## src/design/lz4lm_pkg.sv

```systemverilog
// Shared types and constants for the LZ4 literal mask parser.
// Holds the parse phase encoding and the byte masks of the sequence format.
// No dependencies.
`timescale 1ns / 1ps
`default_nettype none

package lz4lm_pkg;

	// Parse phase, one-hot.
	typedef enum logic [4:0] {
		PH_TOKEN     = 5'b00001,
		PH_LIT_EXT   = 5'b00010,
		PH_LITERALS  = 5'b00100,
		PH_OFFSET    = 5'b01000,
		PH_MATCH_EXT = 5'b10000
	} phase_t;

	localparam logic [7:0] TOKEN_LIT_MASK   = 8'hF0;
	localparam logic [7:0] TOKEN_MATCH_MASK = 8'h0F;
	localparam logic [7:0] EXT_CONTINUE     = 8'hFF;
	localparam int unsigned LIT_NIBBLE_SHIFT = 4;
	localparam logic [1:0] OFFSET_BYTES     = 2'd2;

endpackage

`default_nettype wire

```

## src/design/lz4_literal_mask_parser_core.sv

```systemverilog
// Top level of the LZ4 literal mask parser: input register, sequence state
// machine and result register. Depends on lz4lm_pkg.
//
// Usage: compressed block bytes enter on the input channel (in_valid / in_stall)
// one word per cycle while in_stall is low, with the flags block_first, block_last and in_block.
// Each accepted word yields exactly one result word on the output channel
// (out_valid / out_stall) carrying literal_mark and token_mark, in order.
// A word passes through the input register and then the result register on
// its way to out_valid. Throughput is one word per cycle while the receiver
// does not stall; the limit is the update of the parse state, which each word
// needs before the next can be parsed.
// Reset (arst_n low) empties both registers and puts the parser in the state
// that expects a token. When the receiver stalls, the result register holds
// its word, the input register fills behind it, and in_stall rises only when
// both are full, so no word is lost or repeated.
// Bytes with in_block low pass through with both marks zero and leave the
// parse state alone.
`timescale 1ns / 1ps
`default_nettype none

module lz4_literal_mask_parser_core #(
	parameter int LENGTH_BITS = 32
) (
	input  wire logic       clk,
	input  wire logic       arst_n,
	input  wire logic       in_valid,
	output logic            in_stall,
	input  wire logic [7:0] data_byte,
	input  wire logic       block_first,
	input  wire logic       block_last,
	input  wire logic       in_block,
	output logic            out_valid,
	input  wire logic       out_stall,
	output logic            literal_mark,
	output logic            token_mark
);

	localparam logic [LENGTH_BITS-1:0] LEN_MAX = {LENGTH_BITS{1'b1}};

	// Input register.
	logic       valid_s1;
	logic [7:0] byte_s1;
	logic       first_s1;
	logic       last_s1;
	logic       inblk_s1;

	// Result register.
	logic valid_s2;
	logic lit_s2;
	logic tok_s2;

	// Parse state.
	lz4lm_pkg::phase_t      phase_q;
	logic [LENGTH_BITS-1:0] lit_rem_q;
	logic                   match_ext_q;
	logic [1:0]             off_left_q;

	lz4lm_pkg::phase_t      phase_d;
	logic [LENGTH_BITS-1:0] lit_rem_d;
	logic                   match_ext_d;
	logic [1:0]             off_left_d;
	logic                   lit_d;
	logic                   tok_d;

	logic                   adv_s2;
	logic                   adv_s1;
	logic                   in_fire;
	lz4lm_pkg::phase_t      phase_eff;
	logic [LENGTH_BITS:0]   lit_sum;
	logic [LENGTH_BITS-1:0] lit_sat;

	assign adv_s2   = !valid_s2 || !out_stall;
	assign adv_s1   = valid_s1 && adv_s2;
	assign in_stall = valid_s1 && !adv_s2;
	assign in_fire  = in_valid && !in_stall;

	assign out_valid    = valid_s2;
	assign literal_mark = lit_s2;
	assign token_mark   = tok_s2;

	// Saturating add of an extension byte to the literal count.
	assign lit_sum = {1'b0, lit_rem_q} + {{(LENGTH_BITS - 7){1'b0}}, byte_s1};
	assign lit_sat = lit_sum[LENGTH_BITS] ? LEN_MAX : lit_sum[LENGTH_BITS-1:0];

	always_comb begin
		phase_eff   = first_s1 ? lz4lm_pkg::PH_TOKEN : phase_q;
		phase_d     = phase_q;
		lit_rem_d   = lit_rem_q;
		match_ext_d = match_ext_q;
		off_left_d  = off_left_q;
		lit_d       = 1'b0;
		tok_d       = 1'b0;
		if (inblk_s1) begin
			phase_d = phase_eff;
			case (phase_eff)
				lz4lm_pkg::PH_LIT_EXT: begin
					lit_rem_d = lit_sat;
					if (byte_s1 != lz4lm_pkg::EXT_CONTINUE) begin
						if (lit_sat != '0) begin
							phase_d = lz4lm_pkg::PH_LITERALS;
						end else begin
							phase_d    = lz4lm_pkg::PH_OFFSET;
							off_left_d = lz4lm_pkg::OFFSET_BYTES;
						end
					end
				end
				lz4lm_pkg::PH_LITERALS: begin
					lit_d = 1'b1;
					if (lit_rem_q[LENGTH_BITS-1:1] == '0) begin
						lit_rem_d  = '0;
						phase_d    = lz4lm_pkg::PH_OFFSET;
						off_left_d = lz4lm_pkg::OFFSET_BYTES;
					end else begin
						lit_rem_d = lit_rem_q - LENGTH_BITS'(1);
					end
				end
				lz4lm_pkg::PH_OFFSET: begin
					if (off_left_q[1] == 1'b0) begin
						off_left_d = '0;
						phase_d    = match_ext_q ? lz4lm_pkg::PH_MATCH_EXT
						                         : lz4lm_pkg::PH_TOKEN;
					end else begin
						off_left_d = off_left_q - 2'd1;
					end
				end
				lz4lm_pkg::PH_MATCH_EXT: begin
					if (byte_s1 != lz4lm_pkg::EXT_CONTINUE) begin
						phase_d = lz4lm_pkg::PH_TOKEN;
					end
				end
				default: begin
					// Token byte; unused phase codes land here as well.
					tok_d       = 1'b1;
					match_ext_d = (byte_s1 & lz4lm_pkg::TOKEN_MATCH_MASK)
					              == lz4lm_pkg::TOKEN_MATCH_MASK;
					if ((byte_s1 & lz4lm_pkg::TOKEN_LIT_MASK) == lz4lm_pkg::TOKEN_LIT_MASK) begin
						lit_rem_d = LENGTH_BITS'(15);
						phase_d   = lz4lm_pkg::PH_LIT_EXT;
					end else begin
						lit_rem_d = LENGTH_BITS'(byte_s1 >> lz4lm_pkg::LIT_NIBBLE_SHIFT);
						if ((byte_s1 & lz4lm_pkg::TOKEN_LIT_MASK) != 8'h00) begin
							phase_d = lz4lm_pkg::PH_LITERALS;
						end else begin
							phase_d    = lz4lm_pkg::PH_OFFSET;
							off_left_d = lz4lm_pkg::OFFSET_BYTES;
						end
					end
				end
			endcase
			if (last_s1) begin
				phase_d     = lz4lm_pkg::PH_TOKEN;
				lit_rem_d   = '0;
				match_ext_d = 1'b0;
				off_left_d  = '0;
			end
		end
	end

	always_ff @(posedge clk or negedge arst_n) begin
		if (!arst_n) begin
			valid_s1 <= 1'b0;
		end else if (in_fire) begin
			valid_s1 <= 1'b1;
		end else if (adv_s1) begin
			valid_s1 <= 1'b0;
		end
	end

	always_ff @(posedge clk) begin
		if (in_fire) begin
			byte_s1  <= data_byte;
			first_s1 <= block_first;
			last_s1  <= block_last;
			inblk_s1 <= in_block;
		end
	end

	always_ff @(posedge clk or negedge arst_n) begin
		if (!arst_n) begin
			valid_s2 <= 1'b0;
		end else if (adv_s2) begin
			valid_s2 <= valid_s1;
		end
	end

	always_ff @(posedge clk) begin
		if (adv_s1) begin
			lit_s2 <= lit_d;
			tok_s2 <= tok_d;
		end
	end

	always_ff @(posedge clk or negedge arst_n) begin
		if (!arst_n) begin
			phase_q     <= lz4lm_pkg::PH_TOKEN;
			lit_rem_q   <= '0;
			match_ext_q <= 1'b0;
			off_left_q  <= '0;
		end else if (adv_s1) begin
			phase_q     <= phase_d;
			lit_rem_q   <= lit_rem_d;
			match_ext_q <= match_ext_d;
			off_left_q  <= off_left_d;
		end
	end

	// A word in the result register never carries both marks.
	a_marks_exclusive: assert property (@(posedge clk) disable iff (!arst_n)
		valid_s2 |-> !(lit_s2 && tok_s2))
		else $error("literal and token marks both set");

	// While literals are expected, the remaining count is never zero.
	a_literals_nonzero: assert property (@(posedge clk) disable iff (!arst_n)
		(phase_q == lz4lm_pkg::PH_LITERALS) |-> (lit_rem_q != '0))
		else $error("literal phase with zero count");

	// While offset bytes are expected, at least one remains.
	a_offset_nonzero: assert property (@(posedge clk) disable iff (!arst_n)
		(phase_q == lz4lm_pkg::PH_OFFSET) |-> (off_left_q != 2'd0))
		else $error("offset phase with zero count");

	// A word that moves out of the input register shows up as a result.
	a_result_follows: assert property (@(posedge clk) disable iff (!arst_n)
		adv_s1 |=> valid_s2)
		else $error("word lost between input and result register");

endmodule

`default_nettype wire
```

## config.mk

```make
export PLATFORM = sky130hd
export DESIGN_NAME = lz4_literal_mask_parser_core
export DESIGN_NICKNAME = d
export VERILOG_FILES = /design/src/design/lz4lm_pkg.sv /design/src/design/lz4_literal_mask_parser_core.sv
export SDC_FILE = /design/constraint.sdc
export NUM_CORES = 1
export LEC_CHECK = 0
export BUFFER_PORTS_ARGS = -buffer_cell sky130_fd_sc_hd__buf_2
export CAP_MARGIN = 40
export CORE_UTILIZATION = 40
export DETAILED_ROUTE_END_ITERATION = 8
export PLACE_DENSITY = 0.67
export SLEW_MARGIN = 20
export SYNTH_ARGS = -nofsm -noshare
export SYNTH_HDL_FRONTEND = slang
export SYNTH_SLANG_ARGS = --single-unit
```

## constraint.sdc

```tcl
create_clock -name clk -period 3.6 [get_ports clk]
set_clock_uncertainty 0.2 [all_clocks]
set_input_delay 0.36 -clock clk [delete_from_list [all_inputs] [get_ports clk]]
set_output_delay 0.36 -clock clk [all_outputs]
set_load 0.05 [all_outputs]
```

After elaboration in Yosys (flattened, before gate mapping)
Index checks and enable logic that the tools add are counted.
Cells by class
  $add $sub $neg: 3
  $mul: 0
  div/mod/pow operators: 0
  order comparisons: 0
  equality and inequality tests: 15
  shift operators: 0
  multiplexer cells: 30
  bitwise gates (word level): 0
  reduce and logical (&&, ||, !) cells: 18
Operator list (count)
  2-to-1 mux 32 bit: 3
  one-hot mux 32 bit (3 select lines): 1
  2-to-1 mux 5 bit: 7
  adder 32 x 8 -> 33 bit: 1
  nonzero test 32 bit: 1
  subtractor 32 x 1 -> 32 bit (second input constant): 1
  logical NOT 31 bit: 1
  one-hot mux 5 bit (4 select lines): 1
  2-to-1 mux 4 bit: 4
  2-to-1 mux 2 bit: 7
  inequality test 5 x 2 -> 1 bit (second input constant): 2
  inequality test 3 bit (second input constant): 3
  equality test 4 bit (second input constant): 2
  inequality test 8 bit (second input constant): 1
  one-hot mux 2 bit (4 select lines): 1
  AND reduction 8 bit: 1
  nonzero test 8 bit: 1
  2-to-1 mux 1 bit: 6
  AND reduction 3 bit: 2
  equality test 5 x 2 -> 1 bit (second input constant): 1
  equality test 5 x 3 -> 1 bit (second input constant): 1
  equality test 5 x 4 -> 1 bit (second input constant): 1
  equality test 5 bit (second input constant): 1
  logical NOT 1 bit: 4
  9 further kinds: 12
Storage, ports and cells
  flip-flop bits (word level): 55
  bits in latches: 0
  memory bits (writable): 0
  bits in read-only memories: 0
  input bits: 15
  output and inout port bits: 4
  logic and storage cells: 78
  memories: 0

Depth between registers and ports, before layout
  word-level depth: 7
  depth in mapped cells: 12
  mapped depth without buffers: 11

Least setup slack after synthesis
No wires, ideal clock.
  kind: register -> register
  from: register lit_rem_q[0]
  to: register off_left_q[1]
  library setup time: 0.126 ns
  data arrival time: 3.206 ns
  required time: 3.274 ns
  path slack: 0.068 ns
  stages on the path, launching flop included: 12
  path buffers: 0
  clock period less this slack: 3.532 ns
  cell sequence: dfrtp_1 > ha_1 > fa_1 > a211oi_2 > o211ai_1 > nand4_1 > mux2i_1 > or4_4 > nor4_4 > a21oi_2 > o311a_1 > a221o_1
On the way
  longest elaborated chain between the ends: 5
RTL lines
  from (decl): RTL line lz4_literal_mask_parser_core.sv:54  | logic [LENGTH_BITS-1:0] lit_rem_q;
  from (signal assigned): RTL line lz4_literal_mask_parser_core.sv:201  | lit_rem_q <= lit_rem_d;
  adder 32 x 8 -> 33 bit: RTL line lz4_literal_mask_parser_core.sv:82  | assign lit_sum = {1'b0, lit_rem_q} + {{(LENGTH_BITS - 7){1'b0}}, byte_s1};
  2-to-1 mux 32 bit: RTL line lz4_literal_mask_parser_core.sv:83  | assign lit_sat = lit_sum[LENGTH_BITS] ? LEN_MAX : lit_sum[LENGTH_BITS-1:0];
  nonzero test 32 bit: RTL line lz4_literal_mask_parser_core.sv:99  | if (lit_sat != '0) begin
  inequality test 3 bit (no source line)
  AND reduction 8 bit (no source line)
  to (signal assigned): RTL line lz4_literal_mask_parser_core.sv:203  | off_left_q <= off_left_d;
  to (decl): RTL line lz4_literal_mask_parser_core.sv:56  | logic [1:0] off_left_q;
No other way between the ends.
A chain may end at the register's enable or synchronous reset.

Final worst setup path
  from: register byte_s1[2]
  to: register off_left_q[1]
On the way
  longest elaborated chain between the ends: 5
  elaborated cells on any way between the ends: 7
  classes of those cells: add/sub (1); eq/ne (3); mux (1); reduce/logical (2)
RTL lines
  from (decl): RTL line lz4_literal_mask_parser_core.sv:42  | logic [7:0] byte_s1;
  from (signal assigned): RTL line lz4_literal_mask_parser_core.sv:171  | byte_s1 <= data_byte;
  adder 32 x 8 -> 33 bit: RTL line lz4_literal_mask_parser_core.sv:82
  2-to-1 mux 32 bit: RTL line lz4_literal_mask_parser_core.sv:83
  nonzero test 32 bit: RTL line lz4_literal_mask_parser_core.sv:99
  inequality test 3 bit (no source line)
  AND reduction 8 bit (no source line) *
Every way passes the cells marked *; elsewhere a longest branch is shown, timed or not.

==> results.md <==
- Final setup margin: between 0.007 and 0.008 ns
- Most frequent cells in the layout: buf_4, nand2_1, nor2_1, o21ai_0, a21oi_1
- Reg2reg start: byte_s1[2]
- Die height: approximately 110 µm
- CTS tree: done
- Final ANT Viol Nets: 0
- Hold/Removal Path Class: input port to register
- Clk root buf: clkbuf_16
- FMAX: approximately 0.28 GHz
- Clk pwr share: 0.259
- RSZ-0062 raised after global routing: true
- Internal power: 1.27 mW
- DP HPWL: approximately 11,000 µm
- Crit path from: byte_s1[2]
- Normalized max-slew margin: 0.621
- Post-route total power: 2.09 mW
- Max clock buf depth: 2
- Largest area contributor in the netlist: dfrtp_1
- Setup violators final: 0
- Ys async rst share: 0.764
- Drt total wl: 15,000 µm
- Remaining routing DRC violations: 0
- Net Count, Synth: roughly 630
- Crit path DAT: approximately 3.6 ns
- Switching Share: 0.392
- Sequential area share after synthesis: 0.308
- Synth Cell Area: roughly 0.0047 mm²
- Critical path peak fanout: 7
- CP Cell Sequence: ha_1 > o211ai_1 > or3_4 > buf_4 > a21oi_4 > mux2i_2 > o211ai_1 > nor4_4 > a21oi_2 > o311a_1 > a221o_1
- Static Leak: approximately 2.1 nW
- Largest net degree at the start of global routing: 26
- Syn-to-layout area delta: 16.1%
- Pre-CTS setup slack: -0.133 ns
- ANT cells: 0
- Clk slew on worst S/H paths: about 0.08 ns
- Fin Hold WS: ~0.023 ns
- Global-route wire length before repair: roughly 24,000 µm
- Initial antenna violation count: 0
- Gpl congestion: around 1.0
- Num rows: 39
- Final hold violations: 0
- CP delay by family, top: compound AO/OA/AOI/OAI gates
- Buffers plus inverters on the worst setup path: 1
- Slew at the pin closest to its max-slew limit: around 0.56 ns
- PD cells: 385 mW/mm²
- Via/cell ratio: around 6.3
- GRT Residual Overflow: 0
- Most common cell after layout, fill and taps aside: buf_4
- Cells after DPL: 779
- Initial Util: 0.410
- DR vias: 4,970
- Drt first pass iters: 5
- Placeable Area: approximately 0.011 mm²
- Sequential cell area: roughly 0.0014 mm²
- Max Slew Vio Count: 0
- Seq cells post-synth: 55
- Vias in the first global route: 4,656
- Layout fillers: around 1,100
- Syn Inst Count: 600
- Synth top area share: 0.219
- CP endpoint kind: register
- Post-layout nets: 670
- Psw: about 820 µW
- Max VDD drop: between 0.2 and 0.3 mV
- CP peak stage delay: around 0.4 ns
- Port bufs: 18
- Die Area: between 0.01 and 0.015 mm²
- Final Critical Period: around 3.6 ns
- Launching element type of the critical path: register
- Area contributors post-synth: dfrtp_1, edfxtp_1, o21ai_0
- IO Pins: 19
- Max-cap check violation count: 0
- Crit path kind: register to register
- Total negative slack: 0 ns
- Flop pwr share: 0.352
- Clock sinks: 55
- Tcrit/Tclk final: 0.998
- Clk_lat worst skew: about 0.31 ns
- Die X: 110 µm
- Worst Path Required: roughly 3.6 ns
- H-tree depth: 2
- Min-delay src: block_last
- Total GRT Usage: 0.261
- Status: finished clean
- Synth Flop Type: dfrtp_1
- Post-synth EDFFs: 13
- Multi-input gate area: ~0.0030 mm²
- Share of cells above drive strength 1: 0.204
- Crit-path most repeated cell: o211ai_1
- Initial DRC count: slightly above 400
- Logic pwr share: 0.389
- Synth warn: 0
- TritonCTS Buffers: 5
- Non-filler cells, final: about 790
- Unique masters post-synth: 78
- Worst path slowest cell: edfxtp_1
- WL/cell: around 19 µm
- Post-synthesis average cell area: 7.80 µm²
metrics by stage:
step	area (µm²)	util
floorplan	4680	-
finish	5430	0.476
global route	5430	0.476
CTS	5410	0.474
detailed placement	5220	0.457
global placement	5170	0.453
final cells by class:
type | instances | area share
clock buffers | 5 | 0.0230
clock inverters | 3 | 0.00576
multi-input cells | 485 | 0.546
inverters | 10 | 0.00691
well taps | 143 | 0.0329
repair buffers | 88 | 0.119
flip-flops and latches | 55 | 0.266
repair_timing:
item,4_1_cts,5_1_grt
pin swaps,4,5
buffers inserted,1,0
hold endpoints to repair,19,0
resized for setup,7,8
cloned,0,0
endpoints found under the setup margin,1,1
hold buffers,1,0
cell usage after synthesis, types with 6 or more instances:
library cell / number
o21ai_0: 67
nand2_1: 65
nor2_1: 65
a21oi_1: 46
dfrtp_1: 41
clkbuf_1: 30
nand3_1: 27
nor3_1: 27
xnor2_1: 18
edfxtp_1: 13
a31oi_1: 12
and3_1: 10
inv_1: 10
nor4_1: 10
ha_1: 9
a22o_1: 8
and2_1: 8
nand4_1: 8
xor2_1: 8
buf_2: 7
mux2i_1: 6
o211ai_1: 6
or3_1: 6
kinds of logic after synthesis:
| logic type | count (synthesis) | share of synthesized area |
|---|---|---|
| AND/OR/NAND/NOR | 258 | 0.284 |
| AO/OA/AOI/OAI | 185 | 0.251 |
| buffers and inverters | 60 | 0.0666 |
| flip-flops | 55 | 0.308 |
| XOR/XNOR | 26 | 0.0487 |
| adder cells (fa/ha/maj) | 10 | 0.0283 |
| multiplexers | 6 | 0.0128 |
power by group through the flow:
stage / combinational, mW / sequential [mW] / clock, mW
after global placement: 0.765 / 0.746 / 0
after CTS: 0.787 / 0.735 / 0.552
after floorplan: 0.508 / 0.746 / 0
after detailed placement: 0.782 / 0.747 / 0
final: 0.813 / 0.737 / 0.542
after global routing: 0.877 / 0.744 / 0.571
registers in the layout, summed over array words and instances, names as in the netlist:
register / flops
last_s1: 1
first_s1: 1
phase_q: 5
match_ext_q: 1
byte_s1: 8
literal_mark: 1
lit_rem_q: 32
out_valid: 1
valid_s1: 1
off_left_q: 2
token_mark: 1
inblk_s1: 1
path summary, 6_finish.rpt:
path                                 end  slack [ns]  cells after the start
min in group asynchronous  lit_rem_q[31]        0.38                      2
hold reg to reg                out_valid        0.31                      1
setup reg to reg           off_left_q[1]       0.007                     11
setup / recovery           off_left_q[1]       0.007                     11
max in group asynchronous   lit_rem_q[9]        2.30                      3
hold / removal                   last_s1        0.02                      1
per-layer routing:
| layer | global-route usage | wire [µm] |
|---|---|---|
| met1 | 0.349 | 6350 |
| met4 | 0.117 | 582 |
| met2 | 0.423 | 6900 |
| met3 | 0.0341 | 1190 |
| met5 | 0 | 0 |
No activity file was read; power rests on OpenSTA's default activity.
